===== src/hw/rtl/ppr_pkg.sv =====
package ppr_pkg;

    localparam int ErrW   = 32;
    localparam int GainW  = 16;
    localparam int IntegW = 13;
    localparam int SumW   = 35;

    localparam logic signed [IntegW-1:0] IMAX_RAW  = 13'sd4095;
    localparam logic        [GainW-1:0]  MIN_PULSE = 16'd1024;

    typedef enum logic [1:0] {
        CFG_GAIN_P    = 2'd0,
        CFG_GAIN_I    = 2'd1,
        CFG_GAIN_D    = 2'd2,
        CFG_OUT_LIMIT = 2'd3
    } t_cfg_idx;

    typedef struct packed {
        logic signed [ErrW-1:0] p;
        logic signed [ErrW-1:0] i;
        logic signed [ErrW-1:0] d;
    } t_prod;

    typedef struct packed {
        logic [GainW-1:0] mag;
        logic             neg;
    } t_res;

    // floor(gain * e / 65536): arithmetic shift of the exact product
    function automatic logic signed [ErrW-1:0] frac_mul(
        input logic        [GainW-1:0] gain,
        input logic signed [ErrW-1:0]  e
    );
        logic signed [ErrW+GainW:0] prod;
        prod = $signed({1'b0, gain}) * e;
        return prod[ErrW+GainW-1:GainW];
    endfunction

endpackage


===== src/hw/rtl/ppr_combine.sv =====
module ppr_combine
    import ppr_pkg::*;
(
    input  t_prod                     i_prod,
    input  logic signed [IntegW-1:0]  i_integ,
    input  logic signed [ErrW-1:0]    i_prev_d,
    input  logic        [GainW-1:0]   i_limit,
    output logic signed [IntegW-1:0]  o_integ,
    output t_res                      o_res
);

    logic signed [ErrW:0]   integ_raw;
    logic signed [ErrW:0]   d_diff;
    logic signed [SumW-1:0] sum;
    logic        [SumW-1:0] mag;

    always_comb begin
        integ_raw = {{(ErrW+1-IntegW){i_integ[IntegW-1]}}, i_integ}
                  + {i_prod.i[ErrW-1], i_prod.i};
        // saturate to the integral window
        if (integ_raw > $signed({{(ErrW+1-IntegW){1'b0}}, IMAX_RAW})) begin
            o_integ = IMAX_RAW;
        end else if (integ_raw < -$signed({{(ErrW+1-IntegW){1'b0}}, IMAX_RAW})) begin
            o_integ = -IMAX_RAW;
        end else begin
            o_integ = integ_raw[IntegW-1:0];
        end

        d_diff = {i_prod.d[ErrW-1], i_prod.d} - {i_prev_d[ErrW-1], i_prev_d};

        sum = {{(SumW-ErrW){i_prod.p[ErrW-1]}}, i_prod.p}
            + {{(SumW-IntegW){o_integ[IntegW-1]}}, o_integ}
            + {{(SumW-ErrW-1){d_diff[ErrW]}}, d_diff};

        o_res.neg = sum[SumW-1];
        mag       = o_res.neg ? (~sum + 1'b1) : sum;

        // cap first, then drop anything shorter than the minimum pulse
        if (mag > {{(SumW-GainW){1'b0}}, i_limit}) begin
            o_res.mag = i_limit;
        end else if (mag < {{(SumW-GainW){1'b0}}, MIN_PULSE}) begin
            o_res.mag = '0;
        end else begin
            o_res.mag = mag[GainW-1:0];
        end
    end

endmodule


===== config.mk =====
export PLATFORM = sky130hd
export DESIGN_NAME = ppr_combine
export DESIGN_NICKNAME = d
export VERILOG_FILES = /design/src/hw/rtl/ppr_pkg.sv /design/src/hw/rtl/ppr_combine.sv
export SDC_FILE = /design/constraint.sdc
export NUM_CORES = 1
export LEC_CHECK = 0
export BUFFER_PORTS_ARGS = -buffer_cell sky130_fd_sc_hd__buf_2
export CAP_MARGIN = 40
export CORE_ASPECT_RATIO = 1.25
export CORE_UTILIZATION = 50
export DETAILED_ROUTE_END_ITERATION = 12
export MAX_ROUTING_LAYER = met4
export PLACE_DENSITY = 0.8
export SETUP_SLACK_MARGIN = 0.05
export SYNTH_ARGS = -nofsm -noshare
export SYNTH_HDL_FRONTEND = slang
export SYNTH_SLANG_ARGS = --single-unit
export TNS_END_PERCENT = 5

===== constraint.sdc =====
create_clock -name vclk -period 13.1
set_input_delay 0.655 -clock vclk [all_inputs]
set_output_delay 0.655 -clock vclk [all_outputs]
set_load 0.02 [all_outputs]

==> results.sh <==
export IMPL_cts_resized=0
export IMPL_wirelength_mm=20.8
export IMPL_port_buffers=187
export IMPL_utilization_pct=58.9
export IMPL_critPathKind="primary input to primary output"
export IMPL_cp_slowest_stage_delay_ns=0.65
export IMPL_hold_slack_ns=1.67
export IMPL_ys_types=83
export IMPL_p_switching_mw=1.09
export IMPL_powerDensity_nw_per_um2=201
export IMPL_hp_class="primary input to primary output"
export IMPL_worst_pin_slew_ns=0.870
export IMPL_grtUsageTotal_pct=26.3
export IMPL_arrival_ns=11.15
export IMPL_multi_input_area_sq_um=7050
export IMPL_diodes=0
export IMPL_num_io_pins=187
export IMPL_clock_buffers=0
export IMPL_synth_cells=1080
export IMPL_seq_cells=0
export IMPL_synth_warnings=0
export IMPL_critPathLaunchType="primary input"
export IMPL_fin_setup_tns_ns=0
export IMPL_cp_num_buf_inv=7
export IMPL_viasPerCell=5.80
export IMPL_worstPathRequired_ns=12.44
export IMPL_power_mw=1.79
export IMPL_power_frac_comb_pct=100.0
export IMPL_rsz0062_at_grt="no"
export IMPL_seq_power_share_pct=0
export IMPL_syn_nets=1385
export IMPL_synth_area_per_cell_sq_um=7.23
export IMPL_place_area_sq_um=8920
export IMPL_design_core_area_sq_um=15100
export IMPL_slew_headroom_pct=40.5
export IMPL_synth_area_sq_um=7810
export IMPL_die_h_um=142
export IMPL_grt_pass1_vias=8038
export IMPL_p_sw_share_pct=61.0
export IMPL_wl_per_cell_um=14.3
export IMPL_die_w_um=114
export IMPL_gp_congestion=0.940
export IMPL_path_max_fanout=24
export IMPL_fillers=1487
export IMPL_dr_total_vias=8420
export IMPL_slew_viol_final=0
export IMPL_grt_max_degree=25
export IMPL_cpMaxStageDelayCell="or4b_2"
export IMPL_post_cts_buffers=0
export IMPL_initialDrtViolationCount=467
export IMPL_crit_path_end_kind="primary output"
export IMPL_antenna_found_initial=0
export IMPL_area_growth_pct=14.2
export IMPL_start_util_pct=51.6
export IMPL_status="finished, final reports clean"
export IMPL_drt_pass1_iterations=5
export IMPL_crit_top_cell="o21ai_0"
export IMPL_min_period_ns=11.80
export IMPL_max_freq_ghz=0.0847
export IMPL_p_leak_nw=4.49
export IMPL_ir_worst_vdd_uv=120
export IMPL_finish_net_count=1550
export IMPL_power_share_clock_pct=0
export IMPL_setup_viol=0
export IMPL_drive_gt1_share_pct=18.0
export IMPL_fin_crit_sh_pct=90.1
export IMPL_p_int_uw=697
export IMPL_yosysSeqAreaShare_pct=0
export IMPL_finalHoldViolations=0
export IMPL_rows=50
export IMPL_grt_overflow_total=0
export IMPL_die_area_sq_um=16100
export IMPL_final_cell_area_sq_um=8920
export IMPL_drv_cap=0
export IMPL_ant_nets=0
export IMPL_drc=0
export IMPL_dp_hpwl_mm=18.0
export IMPL_grt_pass1_wl_mm=35.0
export IMPL_path_delay_family="compound AO/OA/AOI/OAI gates"
export IMPL_seqCellArea_sq_um=0
export IMPL_ctsHoldBuffers=0
-- cell usage after synthesis, drive strengths merged, types with 4 or more instances --
master / n / area, sq um
inv: 169 / 634
a21oi: 84 / 420
ha: 82 / 1030
nand2: 70 / 263
nor2: 69 / 259
fa: 66 / 1320
o21ai: 55 / 275
a21o: 34 / 255
xnor2: 32 / 280
nand3: 29 / 145
clkbuf: 27 / 101
nor3: 27 / 135
nand4: 22 / 138
xor2: 19 / 166
a211oi: 18 / 140
nor4: 18 / 143
and2: 16 / 103
o21a: 16 / 120
mux2i: 15 / 150
and3: 14 / 87.6
o211ai: 13 / 97.6
nor2b: 12 / 75.1
a31oi: 11 / 68.8
nand2b: 11 / 68.8
or3: 11 / 68.8
and4: 9 / 78.8
o31ai: 9 / 67.6
mux2: 8 / 93.8
o2111ai: 7 / 61.3
o21bai: 6 / 45.0
o311ai: 6 / 52.6
a21boi: 5 / 37.5
or2: 5 / 31.3
or4: 5 / 41.3
a311oi: 4 / 35.0
a31o: 4 / 35.0
nand3b: 4 / 30.0
o31a: 4 / 35.0
-- stage by stage --
| step | instances | setup WS [ns] |
|---|---|---|
| global placement | 1447 | 1.39 |
| finish | 1451 | 1.30 |
| global route | 1451 | 0.676 |
| floorplan | 1080 | 1.75 |
| detailed placement | 1451 | 1.48 |
| CTS | 1451 | 1.45 |
-- path summary, 6_finish.rpt --
check | from | end | slack (ns) | depth (start not counted)
max | i_prod[33] | o_res[12] | 1.30 | 43
min | i_limit[14] | o_res[15] | 1.67 | 3
-- logic make-up after synthesis --
group / after synthesis / synth area share, %
xor+xnor: 51 / 5.72
simple gates: 336 / 23.3
buf+inv: 199 / 9.77
compound gates: 323 / 28.0
fa+ha+maj: 148 / 30.1
mux: 23 / 3.12
-- power by group through the flow --
| stage | clock, mW | combinational (mW) | sequential [mW] |
|---|---|---|---|
| 6_report | 0 | 1.79 | 0 |
| 5_1_grt | 0 | 2.00 | 0 |
| 4_1_cts | 0 | 1.77 | 0 |
| 3_5_place_dp | 0 | 1.76 | 0 |
| 3_3_place_gp | 0 | 1.74 | 0 |
| 2_1_floorplan | 0 | 1.38 | 0 |
-- final cells by class --
type                       count  share of cell area, %
inverter                     169                   7.11
multi-input combinational    881                   79.0
tap                          208                   2.92
timing repair buffer         193                   11.0
-- cell usage in the layout (no fill, tap or decap), types with 14 or more instances in the layout --
| master | n |
|---|---|
| nand2_1 | 70 |
| ha_1 | 82 |
| xnor2_1 | 32 |
| o21ai_0 | 54 |
| mux2i_1 | 15 |
| nand3_1 | 29 |
| a211oi_1 | 17 |
| and2_1 | 15 |
| a21o_1 | 34 |
| nor2_1 | 69 |
| nor3_1 | 27 |
| buf_2 | 188 |
| a21oi_1 | 84 |
| inv_1 | 169 |
| and3_1 | 14 |
| fa_1 | 66 |
| o21a_1 | 16 |
| nor4_1 | 16 |
| nand4_1 | 22 |
| xor2_1 | 19 |
-- metal layers --
layer | part of all wire, % | wire length, um | vias up | track usage (%)
met5 | 0 | 0 | - | -
met4 | 2.7 | 556 | 0 | 6.70
li1 | - | - | 4210 | -
met2 | 51 | 10700 | 284 | 50.4
met1 | 42 | 8650 | 3888 | 29.7
met3 | 4.4 | 925 | 38 | 1.03
Note: power is estimated with default switching activity, not from simulation.
